File: src/hdl/ips_pkg.sv
`timescale 1ns / 1ps
// -----------------------------------------------------------------------------
// ips_pkg
// Shared types, register map and status codes of the irrigation pulse
// scheduler.
// -----------------------------------------------------------------------------
package ips_pkg;

    // Default widths of the internal time and daily count registers.
    localparam int TIME_BITS_DEF  = 32;
    localparam int COUNT_BITS_DEF = 16;

    // Configuration port geometry.
    localparam int ADDR_W = 5;
    localparam int DATA_W = 32;

    // Register indexes, taken from byte address bits [4:2].
    localparam logic [2:0] REG_TRIGGER  = 3'd0;
    localparam logic [2:0] REG_DELAY    = 3'd1;
    localparam logic [2:0] REG_PULSE    = 3'd2;
    localparam logic [2:0] REG_SETTLE   = 3'd3;
    localparam logic [2:0] REG_MAX_DAY  = 3'd4;

    // Register reset values.
    localparam logic [9:0]  TRIGGER_RST = 10'd300;
    localparam logic [15:0] DELAY_RST   = 16'd60;
    localparam logic [15:0] PULSE_RST   = 16'd5;
    localparam logic [19:0] SETTLE_RST  = 20'd1800;
    localparam logic [15:0] MAX_DAY_RST = 16'd4;

    // Operation codes.
    localparam logic OP_TICK    = 1'b0;
    localparam logic OP_MEASURE = 1'b1;

    // Status codes reported with each result beat.
    localparam logic [3:0] ST_NONE        = 4'd0;
    localparam logic [3:0] ST_SCHEDULED   = 4'd1;
    localparam logic [3:0] ST_LOW_RES     = 4'd2;
    localparam logic [3:0] ST_NOT_DRY     = 4'd3;
    localparam logic [3:0] ST_SETTLING    = 4'd4;
    localparam logic [3:0] ST_CAP         = 4'd5;
    localparam logic [3:0] ST_BUSY        = 4'd6;
    localparam logic [3:0] ST_STARTED     = 4'd7;
    localparam logic [3:0] ST_ABORTED_CAP = 4'd8;
    localparam logic [3:0] ST_REFUSED     = 4'd9;

    // Input beat.
    typedef struct packed {
        logic        op;
        logic [31:0] now_sec;
        logic [9:0]  soil_tenths;
        logic        reservoir_low;
        logic        day_valid;
        logic [8:0]  day_index;
        logic        override_active;
        logic        override_on;
    } in_beat_t;

    // Result beat.
    typedef struct packed {
        logic        pump_drive;
        logic        pulse_pending;
        logic [15:0] pulses_done_today;
        logic [3:0]  status;
    } out_beat_t;

    // Configuration register set handed to the scheduling core.
    typedef struct packed {
        logic [9:0]  trigger_tenths;
        logic [15:0] schedule_delay_sec;
        logic [15:0] pulse_sec;
        logic [19:0] settle_sec;
        logic [15:0] max_pulses_per_day;
    } cfg_t;

endpackage

File: src/hdl/irrigation_pulse_scheduler_unit.sv
`timescale 1ns / 1ps
// -----------------------------------------------------------------------------
// irrigation_pulse_scheduler_unit
// Pump pulse scheduler driven by tick and soil measurement beats.
// -----------------------------------------------------------------------------
//  Channel   Direction  Handshake            Payload
//  in        sink       in_valid / in_stall  ips_pkg::in_beat_t
//  out       source     out_valid/out_stall  ips_pkg::out_beat_t
//  config    slave      psel/penable/pready  32-bit registers at 4*index
//
//  One beat per cycle is sustained while the result is not stalled; each beat
//  passes from acceptance through the input register and the result register.
//  The throughput is set by the single evaluation pass between the two.
//  Reset clears the pump, the schedule, the daily count and the day tracking.
//  A stalled result holds the result register; the input register keeps
//  accepting while it is empty, so one further beat is taken during a stall.
// -----------------------------------------------------------------------------
module irrigation_pulse_scheduler_unit #(
    parameter int TIME_BITS  = ips_pkg::TIME_BITS_DEF,
    parameter int COUNT_BITS = ips_pkg::COUNT_BITS_DEF
) (
    input  logic                        clk,
    input  logic                        rst_n,
    input  logic                        in_valid,
    output logic                        in_stall,
    input  ips_pkg::in_beat_t           in_data,
    output logic                        out_valid,
    input  logic                        out_stall,
    output ips_pkg::out_beat_t          out_data,
    input  logic                        psel,
    input  logic                        penable,
    input  logic                        pwrite,
    input  logic [ips_pkg::ADDR_W-1:0]  paddr,
    input  logic [ips_pkg::DATA_W-1:0]  pwdata,
    output logic [ips_pkg::DATA_W-1:0]  prdata,
    output logic                        pready
);

    ips_pkg::cfg_t      cfg;
    ips_pkg::in_beat_t  item_reg;
    logic               item_valid_reg;
    ips_pkg::out_beat_t result;
    ips_pkg::out_beat_t out_reg;
    logic               out_valid_reg;
    logic               advance;
    logic               fire;
    logic               in_take;

    // Register file.
    ips_cfg_regs u_cfg (
        .clk     (clk),
        .rst_n   (rst_n),
        .psel    (psel),
        .penable (penable),
        .pwrite  (pwrite),
        .paddr   (paddr),
        .pwdata  (pwdata),
        .prdata  (prdata),
        .pready  (pready),
        .cfg     (cfg)
    );

    // Evaluation of the item held in the input register.
    ips_sched_core #(
        .TIME_BITS  (TIME_BITS),
        .COUNT_BITS (COUNT_BITS)
    ) u_core (
        .clk    (clk),
        .rst_n  (rst_n),
        .fire   (fire),
        .item   (item_reg),
        .cfg    (cfg),
        .result (result)
    );

    // Pipeline control: the result register frees when empty or taken.
    assign advance   = !out_valid_reg || !out_stall;
    assign fire      = item_valid_reg && advance;
    assign in_stall  = item_valid_reg && !advance;
    assign in_take   = in_valid && !in_stall;
    assign out_valid = out_valid_reg;
    assign out_data  = out_reg;

    // Valid flags.
    always_ff @(posedge clk or negedge rst_n)
    begin
        if (!rst_n)
        begin
            item_valid_reg <= 1'b0;
            out_valid_reg  <= 1'b0;
        end
        else
        begin
            if (advance)
                out_valid_reg <= item_valid_reg;
            if (in_take)
                item_valid_reg <= 1'b1;
            else if (fire)
                item_valid_reg <= 1'b0;
        end
    end

    // Payload registers.
    always_ff @(posedge clk)
    begin
        if (in_take)
            item_reg <= in_data;
        if (fire)
            out_reg <= result;
    end

    // A started pulse always drives the pump.
    a_started_drives: assert property (@(posedge clk) disable iff (!rst_n)
        out_valid && (out_data.status == ips_pkg::ST_STARTED) |-> out_data.pump_drive)
        else $error("started pulse without pump drive");

    // A schedule is only made while the pump is idle, and a measurement never
    // switches it on.
    a_sched_idle: assert property (@(posedge clk) disable iff (!rst_n)
        out_valid && (out_data.status == ips_pkg::ST_SCHEDULED) |-> !out_data.pump_drive)
        else $error("scheduled pulse with pump running");

    // The input side only stalls when both pipeline registers are full.
    a_stall_full: assert property (@(posedge clk) disable iff (!rst_n)
        in_stall |-> item_valid_reg && out_valid_reg && out_stall)
        else $error("input stalled with room in the pipeline");

    // An item leaving the input register appears as a result next cycle.
    a_fire_result: assert property (@(posedge clk) disable iff (!rst_n)
        fire |=> out_valid)
        else $error("evaluated item produced no result");

endmodule

File: src/hdl/ips_cfg_regs.sv
`timescale 1ns / 1ps
// -----------------------------------------------------------------------------
// ips_cfg_regs
// APB-style register file holding the scheduler thresholds and timings.
// -----------------------------------------------------------------------------
module ips_cfg_regs (
    input  logic                        clk,
    input  logic                        rst_n,
    input  logic                        psel,
    input  logic                        penable,
    input  logic                        pwrite,
    input  logic [ips_pkg::ADDR_W-1:0]  paddr,
    input  logic [ips_pkg::DATA_W-1:0]  pwdata,
    output logic [ips_pkg::DATA_W-1:0]  prdata,
    output logic                        pready,
    output ips_pkg::cfg_t               cfg
);

    ips_pkg::cfg_t cfg_reg;
    logic [2:0]    reg_idx;
    logic          wr_en;

    assign pready  = 1'b1;
    assign reg_idx = paddr[4:2];
    assign wr_en   = psel && penable && pwrite;
    assign cfg     = cfg_reg;

    // Register writes in the access phase.
    always_ff @(posedge clk or negedge rst_n)
    begin
        if (!rst_n)
        begin
            cfg_reg.trigger_tenths     <= ips_pkg::TRIGGER_RST;
            cfg_reg.schedule_delay_sec <= ips_pkg::DELAY_RST;
            cfg_reg.pulse_sec          <= ips_pkg::PULSE_RST;
            cfg_reg.settle_sec         <= ips_pkg::SETTLE_RST;
            cfg_reg.max_pulses_per_day <= ips_pkg::MAX_DAY_RST;
        end
        else if (wr_en)
        begin
            unique case (reg_idx)
                ips_pkg::REG_TRIGGER: cfg_reg.trigger_tenths     <= pwdata[9:0];
                ips_pkg::REG_DELAY:   cfg_reg.schedule_delay_sec <= pwdata[15:0];
                ips_pkg::REG_PULSE:   cfg_reg.pulse_sec          <= pwdata[15:0];
                ips_pkg::REG_SETTLE:  cfg_reg.settle_sec         <= pwdata[19:0];
                ips_pkg::REG_MAX_DAY: cfg_reg.max_pulses_per_day <= pwdata[15:0];
                default:              ;
            endcase
        end
    end

    // Read-back mux; addresses beyond the map read as zero.
    always_comb
    begin
        unique case (reg_idx)
            ips_pkg::REG_TRIGGER: prdata = 32'(cfg_reg.trigger_tenths);
            ips_pkg::REG_DELAY:   prdata = 32'(cfg_reg.schedule_delay_sec);
            ips_pkg::REG_PULSE:   prdata = 32'(cfg_reg.pulse_sec);
            ips_pkg::REG_SETTLE:  prdata = 32'(cfg_reg.settle_sec);
            ips_pkg::REG_MAX_DAY: prdata = 32'(cfg_reg.max_pulses_per_day);
            default:              prdata = '0;
        endcase
    end

endmodule

File: src/hdl/ips_sched_core.sv
`timescale 1ns / 1ps
// -----------------------------------------------------------------------------
// ips_sched_core
// Scheduler state and the single-pass evaluation of one tick or measurement.
// -----------------------------------------------------------------------------
module ips_sched_core #(
    parameter int TIME_BITS  = ips_pkg::TIME_BITS_DEF,
    parameter int COUNT_BITS = ips_pkg::COUNT_BITS_DEF
) (
    input  logic               clk,
    input  logic               rst_n,
    input  logic               fire,
    input  ips_pkg::in_beat_t  item,
    input  ips_pkg::cfg_t      cfg,
    output ips_pkg::out_beat_t result
);

    // Working widths wide enough for the fixed-width fields and the state.
    localparam int XW  = (TIME_BITS > 32) ? TIME_BITS : 32;
    localparam int CXW = (COUNT_BITS > 16) ? COUNT_BITS : 16;

    logic                  pump_reg, pump_next;
    logic [TIME_BITS-1:0]  start_at_reg, start_at_next;
    logic [TIME_BITS-1:0]  run_until_reg, run_until_next;
    logic [TIME_BITS-1:0]  last_start_reg, last_start_next;
    logic [COUNT_BITS-1:0] day_count_reg, day_count_next;
    logic [8:0]            seen_day_reg, seen_day_next;
    logic                  seen_known_reg, seen_known_next;

    logic [XW-1:0]         now_wide, delay_wide, pulse_wide, settle_wide, since_wide;
    logic [TIME_BITS-1:0]  now;
    logic [TIME_BITS-1:0]  since_start;
    logic [COUNT_BITS-1:0] count_day;
    logic                  cap_hit;
    logic                  day_change;
    logic [CXW-1:0]        count_out;
    logic [3:0]            status;

    assign now_wide    = XW'(item.now_sec);
    assign now         = now_wide[TIME_BITS-1:0];
    assign delay_wide  = XW'(cfg.schedule_delay_sec);
    assign pulse_wide  = XW'(cfg.pulse_sec);
    assign settle_wide = XW'(cfg.settle_sec);
    assign since_start = now - last_start_reg;
    assign since_wide  = XW'(since_start);

    // Day roll-over only matters for ticks; measurements see the stored count.
    assign day_change = (item.op == ips_pkg::OP_TICK) && !item.override_active &&
                        item.day_valid &&
                        (!seen_known_reg || (item.day_index != seen_day_reg));
    assign count_day  = day_change ? '0 : day_count_reg;
    assign cap_hit    = CXW'(count_day) >= CXW'(cfg.max_pulses_per_day);

    // Next state and status for the item in the evaluation register.
    always_comb
    begin
        pump_next       = pump_reg;
        start_at_next   = start_at_reg;
        run_until_next  = run_until_reg;
        last_start_next = last_start_reg;
        day_count_next  = count_day;
        seen_day_next   = seen_day_reg;
        seen_known_next = seen_known_reg;
        status          = ips_pkg::ST_NONE;

        if (item.op == ips_pkg::OP_MEASURE)
        begin
            if (item.reservoir_low)
                status = ips_pkg::ST_LOW_RES;
            else if (item.soil_tenths > cfg.trigger_tenths)
                status = ips_pkg::ST_NOT_DRY;
            else if ((last_start_reg != '0) && (since_wide < settle_wide))
                status = ips_pkg::ST_SETTLING;
            else if (cap_hit)
                status = ips_pkg::ST_CAP;
            else if ((start_at_reg != '0) || pump_reg)
                status = ips_pkg::ST_BUSY;
            else
            begin
                start_at_next = now + delay_wide[TIME_BITS-1:0];
                status        = ips_pkg::ST_SCHEDULED;
            end
        end
        else if (item.override_active)
        begin
            // Manual override: an "on" request is refused on a low reservoir.
            pump_next = item.override_on && !item.reservoir_low;
            if (item.override_on && item.reservoir_low)
                status = ips_pkg::ST_REFUSED;
        end
        else
        begin
            if (day_change)
            begin
                seen_day_next   = item.day_index;
                seen_known_next = 1'b1;
            end
            if (pump_reg && (now >= run_until_reg))
                pump_next = 1'b0;
            if ((start_at_reg != '0) && (now >= start_at_reg))
            begin
                if (cap_hit)
                    status = ips_pkg::ST_ABORTED_CAP;
                else
                begin
                    pump_next       = 1'b1;
                    run_until_next  = now + pulse_wide[TIME_BITS-1:0];
                    last_start_next = now;
                    if (count_day != '1)
                        day_count_next = count_day + COUNT_BITS'(1);
                    status = ips_pkg::ST_STARTED;
                end
                start_at_next = '0;
            end
        end
    end

    assign count_out                = CXW'(day_count_next);
    assign result.pump_drive        = pump_next;
    assign result.pulse_pending     = (start_at_next != '0);
    assign result.pulses_done_today = count_out[15:0];
    assign result.status            = status;

    // State advances once for every item that leaves the evaluation register.
    always_ff @(posedge clk or negedge rst_n)
    begin
        if (!rst_n)
        begin
            pump_reg       <= 1'b0;
            start_at_reg   <= '0;
            run_until_reg  <= '0;
            last_start_reg <= '0;
            day_count_reg  <= '0;
            seen_day_reg   <= '0;
            seen_known_reg <= 1'b0;
        end
        else if (fire)
        begin
            pump_reg       <= pump_next;
            start_at_reg   <= start_at_next;
            run_until_reg  <= run_until_next;
            last_start_reg <= last_start_next;
            day_count_reg  <= day_count_next;
            seen_day_reg   <= seen_day_next;
            seen_known_reg <= seen_known_next;
        end
    end

endmodule
File: config.mk
export PLATFORM = sky130hd
export DESIGN_NAME = irrigation_pulse_scheduler_unit
export DESIGN_NICKNAME = d
export VERILOG_FILES = /design/src/hdl/ips_pkg.sv /design/src/hdl/irrigation_pulse_scheduler_unit.sv /design/src/hdl/ips_cfg_regs.sv /design/src/hdl/ips_sched_core.sv
export SDC_FILE = /design/constraint.sdc
export NUM_CORES = 1
export LEC_CHECK = 0
export BUFFER_PORTS_ARGS = -buffer_cell sky130_fd_sc_hd__buf_4
export CORE_ASPECT_RATIO = 0.9
export CORE_MARGIN = 1
export CORE_UTILIZATION = 45
export DETAILED_ROUTE_END_ITERATION = 10
export PLACE_DENSITY = 0.61
export SETUP_SLACK_MARGIN = 0.3
export SLEW_MARGIN = 20
export SYNTH_ARGS = -nofsm -noshare
export SYNTH_HDL_FRONTEND = slang
export SYNTH_HIERARCHICAL = 1
export SYNTH_SLANG_ARGS = --single-unit
File: constraint.sdc
create_clock -name clk -period 11.4 [get_ports clk]
set_input_delay 1.71 -clock clk [delete_from_list [all_inputs] [get_ports clk]]
set_output_delay 1.71 -clock clk [all_outputs]
set_load 0.1 [all_outputs]
==> metrics.cfg, run 1 <==
[placed_design]
dp_cells = 2441
port_buffers = 129
hpwl_um = 37500
place_congestion = 0.889

[cts]
clock-sinks = 281
root_buffer = clkbuf_16
cts_tree = yes
cts_setup_buffers = 0
clk_pin_slew_ps = 60
insertion_delay_ps = 540
cts_max_level = 2
ctsResizeCount = 0
clockBufferDepth = 3
cts_buffers = 34
hold_buffers = 0

[layout]
largest_register_ffs = 78
syn2layout_area_growth_pct = 13.8
fin_cells = 2502
fin_util = 0.524
drive_gt1_frac = 0.187
nNetsFinal = 2221
diodes = 0

[critical_path]
reg2reg_from = item_reg[23]
end_kind = flop
startpoint_type = flop
reg2reg_slack_ps = 4930
reg2regPathDepth = 23
slowest_delay_ps = 510
cp_data_arrival_time_ps = 6880
cp_max_fo = 32
crit_required_ps = 11810
worstPathCellList = inv_1 > ha_1 > inv_1 > fa_1 > a21o_1 > a41o_1 > o21bai_1 > a21o_1 > a41oi_1 > xnor2_1 > ha_1 > nand4_1 > a21oi_1 > o311ai_0 > o221ai_1 > a211o_1 > a311o_1 > or4_1 > a2111oi_2 > o2111a_2 > nor4_4 > buf_4 > a22o_1
rr_endpoint = u_core/start_at_reg[17]
path_class = flop to flop
slowest_stage = or4_1

[min_path]
hp-start = u_core/seen_known_reg
hold_path_class = flop to flop
min_to = u_core/seen_known_reg
hold_depth = 1

[timing]
setup_tns_ps = 0
period_share = 0.568
fmax_mhz = 154
tightest_slew_ps = 1090
slew_headroom = 0.270
hold_viol = 0
setup_violations = 0
finClkSkew_ps = 25.3
fin_crit_ps = 6470
slew_viol_final = 0
rsz0062_at_grt = no

[grt]
grt.total_usage = 0.246
grt_max_degree = 81
antenna_found_initial = 0
grt_pass1_vias = 14000
gr-total-overflow = 0
grt_pass1_wl_um = 79700

[floorplanning]
fp.dieH_um = 194
initial_utilization = 0.460
core-area_um2 = 39900
dieWidth_um = 215
dieArea_um2 = 41600
ioPinCount = 157
rows = 69

[power_and_ir_drop]
powerDensity_nw_per_um2 = 215
peakVddDrop_uv = 147
leakage_nw = 9.22

[routing]
wl_um = 51000
drt_iter0_drc = 1038
vias = 14300
drt-pass1-iter-count = 5
avgViaCountPerCell = 5.71
drc = 0
wl_per_cell_um = 20.4
final_antenna_net_count = 0

[logic_synthesis]
ys.flop_type = dfrtp_1
synth.cell_area_um2 = 18400
synth-edff-count = 78
synth_area_leaders = dfrtp_1, edfxtp_1, ha_1
synthDistinctLibCells = 86
netlist.top_cell.by_area = dfrtp_1
ys_seq_elements = 281
async_reset_ff_frac = 0.722
yosysTopAreaCellShare = 0.256
syn_area_per_cell_um2 = 10.0
synthCells = 1830
synth_warnings = 6
seq_area_frac_synth = 0.405

[run]
drv_cap = 0

[status]
outcome = completed

## layout make-up
class,count,area (um2)
clock buffer,49,977
clock inverter,12,115
fill,3641,19000
inverter,180,676
multi-input combinational,1305,9940
sequential,281,7440
tap,532,666
timing repair buffer,143,1080
## per-stage QoR
stage / cell area [um2] / setup WS (ps) / power, mW / hold WS [ps]
floorplan: 18400 / 5090 / 2.89 / 435
global placement: 19800 / 5260 / 3.36 / 449
detailed placement: 19800 / 5120 / 3.41 / 456
CTS: 20900 / 4980 / 4.51 / 474
global route: 20900 / 4750 / 4.82 / 498
finish: 20900 / 4930 / 4.49 / 472
## cell families after synthesis
| group | after synthesis | share of synthesized area |
|---|---|---|
| AO/OA/AOI/OAI | 421 | 0.154 |
| AND/OR/NAND/NOR | 450 | 0.125 |
| other | 2 | 0.000409 |
| adder cells (fa/ha/maj) | 176 | 0.121 |
| multiplexers | 148 | 0.0899 |
| XOR/XNOR | 97 | 0.0463 |
| flip-flops | 281 | 0.405 |
| buffers and inverters | 255 | 0.0583 |
## layout by cell type (no fill, tap or decap), drive strengths merged, types with 8 or more instances in the layout
| cell type | n |
|---|---|
| edfxtp | 78 |
| conb | 13 |
| nor3 | 33 |
| a31oi | 9 |
| ha | 173 |
| a32oi | 11 |
| clkinv | 8 |
| nor2b | 17 |
| nor2 | 106 |
| o21ai | 109 |
| o21a | 18 |
| a22o | 36 |
| clkbuf | 50 |
| and3 | 8 |
| nand4 | 40 |
| a21o | 41 |
| a22oi | 15 |
| mux2i | 13 |
| mux2 | 135 |
| nand3 | 28 |
| a211oi | 11 |
| dfstp | 15 |
| o31ai | 8 |
| nand2 | 120 |
| inv | 181 |
| xnor2 | 68 |
| dfrtp | 188 |
| a21oi | 89 |
| and2 | 18 |
| nand2b | 18 |
| a2111oi | 8 |
| xor2 | 29 |
| o22ai | 10 |
| nor4 | 25 |
| buf | 142 |
## worst max-delay path, delay by kind of cell, from the launching register on
kind,cells,cell delay (ps)
AND/OR/NAND/NOR,3,740
buffers and inverters,3,610
flip-flops,1,480
AO/OA/AOI/OAI,13,3300
adder cells (fa/ha/maj),3,900
XOR/XNOR,1,270
## layer usage
layer | global-route usage | vias up | share of wire
met2 | 0.386 | 361 | 0.45
met1 | 0.346 | 7015 | 0.47
met3 | 0.0373 | 72 | 0.053
li1 | - | 6838 | -
met5 | 0 | - | 0
met4 | 0.0828 | 0 | 0.029
## how the worst max path moves through the flow
| stage | start | cells after the start | end | slack [ps] |
|---|---|---|---|---|
| after floorplan | paddr[3] | 5 | prdata[5] | 5090 |
| after global placement | item_reg[23] | 24 | u_core/start_at_reg[27] | 5260 |
| after detailed placement | item_reg[23] | 23 | u_core/start_at_reg[27] | 5120 |
| after CTS | item_reg[23] | 23 | u_core/start_at_reg[27] | 4980 |
| after global routing | item_reg[23] | 24 | u_core/start_at_reg[27] | 4750 |
| final | item_reg[23] | 23 | u_core/start_at_reg[17] | 4930 |
## Yosys cell counts, types with 7 or more instances
master,count
and2_1,18
or3_1,7
nor3_1,32
nor4_1,24
edfxtp_1,78
nand4_1,40
a32oi_1,11
o21ai_0,101
a21o_1,40
nand2b_1,18
o211ai_1,7
nand3_1,27
mux2_2,124
o21ai_1,8
o31ai_1,8
and3_1,7
a31oi_1,9
buf_2,12
a211oi_1,11
nor2b_1,17
inv_1,179
o22ai_1,10
mux2_1,11
dfrtp_1,188
nand2_1,119
buf_4,18
xor2_1,29
ha_1,173
xnor2_1,68
o21a_1,18
a22oi_1,15
mux2i_1,13
nor2_1,106
a21oi_1,88
dfstp_2,15
clkbuf_1,38
a22o_1,36
## where the power goes
group | internal (mW) | switching, mW | total (mW)
combinational | 0.775 | 1.16 | 1.93
sequential | 1.28 | 0.201 | 1.49
clock | 0.624 | 0.446 | 1.07
total | 2.68 | 1.80 | 4.49
(Power assumes the default switching activity.)
==> run 2: changes to the inputs <==
Clock period 11.4 ns to 6.6 ns, I/O delays scaled along.
==> run 2 against run 1 <==
  * Sequential power is 72% higher
  * Die area unchanged
  * Fmax rose by 9.1%
  * Final area grew 0.56%
  * Routed wire length is 0.56% higher
  * Non-clock buffer count up 10
  * Critical endpoint is now u_core/start_at_reg[14]
  * Highest routed layer unchanged
  * Largest cell class unchanged
  * Sequential share of layout area fell by 0.20 points
  * Combinational power up 74%
  * Via count is 0.43% higher
  * First-iteration DRC count decreased by 13%
==> metrics.cfg, run 2 (synthesis gave the netlist of run 1 again) <==
[routing]
wl_um = 51300  ; +0.56%
final_antenna_net_count = 0  ; unchanged
drc = 0  ; unchanged
vias = 14300  ; +0.43%
drt-pass1-iter-count = 5  ; unchanged
wl_per_cell_um = 20.4  ; +0.19%
avgViaCountPerCell = 5.71  ; about the same
drt_iter0_drc = 902  ; -13%

[timing]
setup_tns_ps = 0  ; unchanged
tightest_slew_ps = 1100  ; +9.53 ps
slew_headroom = 0.264  ; -0.00635
slew_viol_final = 0  ; unchanged
setup_violations = 0  ; unchanged
fmax_mhz = 169  ; +9.1%
fin_crit_ps = 5930  ; -541 ps
hold_viol = 0  ; unchanged
finClkSkew_ps = 22.6  ; -2.69 ps
holdWs_ps = 469  ; -2.46 ps
period_share = 0.899  ; +0.331
rsz0062_at_grt = no

[cts]
root_buffer = clkbuf_16
clock-sinks = 281  ; unchanged
cts_tree = yes
clk_pin_slew_ps = 60  ; about the same
ctsResizeCount = 0  ; unchanged
hold_buffers = 0  ; unchanged
insertion_delay_ps = 560  ; +20 ps
cts_max_level = 2  ; unchanged
clockBufferDepth = 3  ; unchanged
cts_setup_buffers = 0  ; unchanged
cts_buffers = 34  ; unchanged

[placed_design]
port_buffers = 129  ; unchanged
dp_cells = 2451  ; +0.41%
place_congestion = 0.893  ; +0.40%
hpwl_um = 37900  ; +0.97%
place_area_um2 = 19900  ; +0.42%

[min_path]
hold_path_class = flop to flop

[floorplanning]
fp.dieH_um = 194  ; unchanged
core-area_um2 = 39900  ; unchanged
dieWidth_um = 215  ; unchanged
initial_utilization = 0.460  ; unchanged
rows = 69  ; unchanged
ioPinCount = 157  ; unchanged
dieArea_um2 = 41600  ; unchanged

[grt]
gr-total-overflow = 0  ; unchanged
grt.total_usage = 0.248  ; +0.00259
antenna_found_initial = 2  ; +2
grt_pass1_wl_um = 80100  ; +0.58%
grt_pass1_vias = 14200  ; +1.4%
grt_max_degree = 114  ; +41%

[layout]
syn2layout_area_growth_pct = 14.5
nNetsFinal = 2231  ; +0.45%
final_cell_mix = dfrtp_1, inv_1, ha_1
diodes = 0  ; unchanged
final_area_um2 = 21000  ; +0.56%
drive_gt1_frac = 0.189  ; +0.00218
final_common_cell = dfrtp_1
fin_cells = 2511  ; +0.36%
largest_register_ffs = 78  ; unchanged

[critical_path]
startpoint_type = flop
worstPathCellList = inv_1 > ha_1 > inv_1 > fa_1 > a21o_1 > a41o_1 > o21bai_1 > a21o_1 > a41o_1 > o21ai_0 > xnor2_1 > ha_1 > nand2_1 > o21ai_0 > or3_1 > a211o_1 > a311o_1 > or4_1 > a2111oi_2 > o2111a_2 > nor4_4 > buf_4 > a22o_1
cp_data_arrival_time_ps = 6360  ; -520 ps
path_class = flop to flop
cp_max_fo = 32  ; unchanged
end_kind = flop
crit_required_ps = 7020  ; -4790 ps
slowest_stage = or4_1
worst-path-buf-inv = 3  ; unchanged
path_delay_family = compound AO/OA/AOI/OAI gates
slowest_delay_ps = 500  ; about the same

[status]
outcome = completed

[run]
drv_cap = 0  ; unchanged

[power_and_ir_drop]
leakage_nw = 9.29  ; +0.69%
peakVddDrop_uv = 263  ; +79%
powerDensity_nw_per_um2 = 373  ; +74%

## run 2: worst reg2reg max path: cells and delay by family, from the launching register on
kind	cells	cell delay, ps
AO/OA/AOI/OAI	12	2880
XOR/XNOR	1	150
adder cells (fa/ha/maj)	3	890
buffers and inverters	3	480
flip-flops	1	430
AND/OR/NAND/NOR	4	950
## run 2: final cells by class
class                           count  area (um2)
Tap cell                          532         666
Fill cell                        3683       18900
Clock buffer                       46         957
Multi-Input combinational cell   1305        9940
Timing Repair Buffer              153        1170
Clock inverter                     14         174
Sequential cell                   281        7440
Inverter                          180         676
## run 2: layer usage
metal / vias to the layer above / global-route usage / wire (um)
met5: - / 0 / 0
met4: 0 / 0.0725 / 1200
met3: 64 / 0.0342 / 2520
met2: 376 / 0.399 / 23500
met1: 7060 / 0.349 / 24000
li1: 6847 / - / -
## run 2: metrics by stage
stage	worst slack [ps]	utilization	power (mW)
after floorplan	1460	-	4.99
after global placement	745	0.499	5.81
after detailed placement	779	0.499	5.90
after CTS	716	0.527	7.86
after global routing	369	0.527	8.39
final	666	0.527	7.83
## run 2: report_power, final
group / internal, mW / switching (mW) / total (mW)
Sequential: 2.22 / 0.346 / 2.56
Clock: 1.14 / 0.776 / 1.92
Combinational: 1.34 / 2.01 / 3.35
## run 2: path summary, 6_finish.rpt
path                                       start                 endpoint  slack (ps)  cells after the start
setup / recovery                    item_reg[23]  u_core/start_at_reg[14]         670                     23
hold / removal             u_core/seen_known_reg    u_core/seen_known_reg         470                      1
setup reg to reg                    item_reg[23]  u_core/start_at_reg[14]         670                     23
hold reg to reg            u_core/seen_known_reg    u_core/seen_known_reg         470                      1
max in group asynchronous                  rst_n            u_cfg/cfg[35]        4980                      2
min in group asynchronous                  rst_n   u_core/seen_day_reg[7]         490                      1
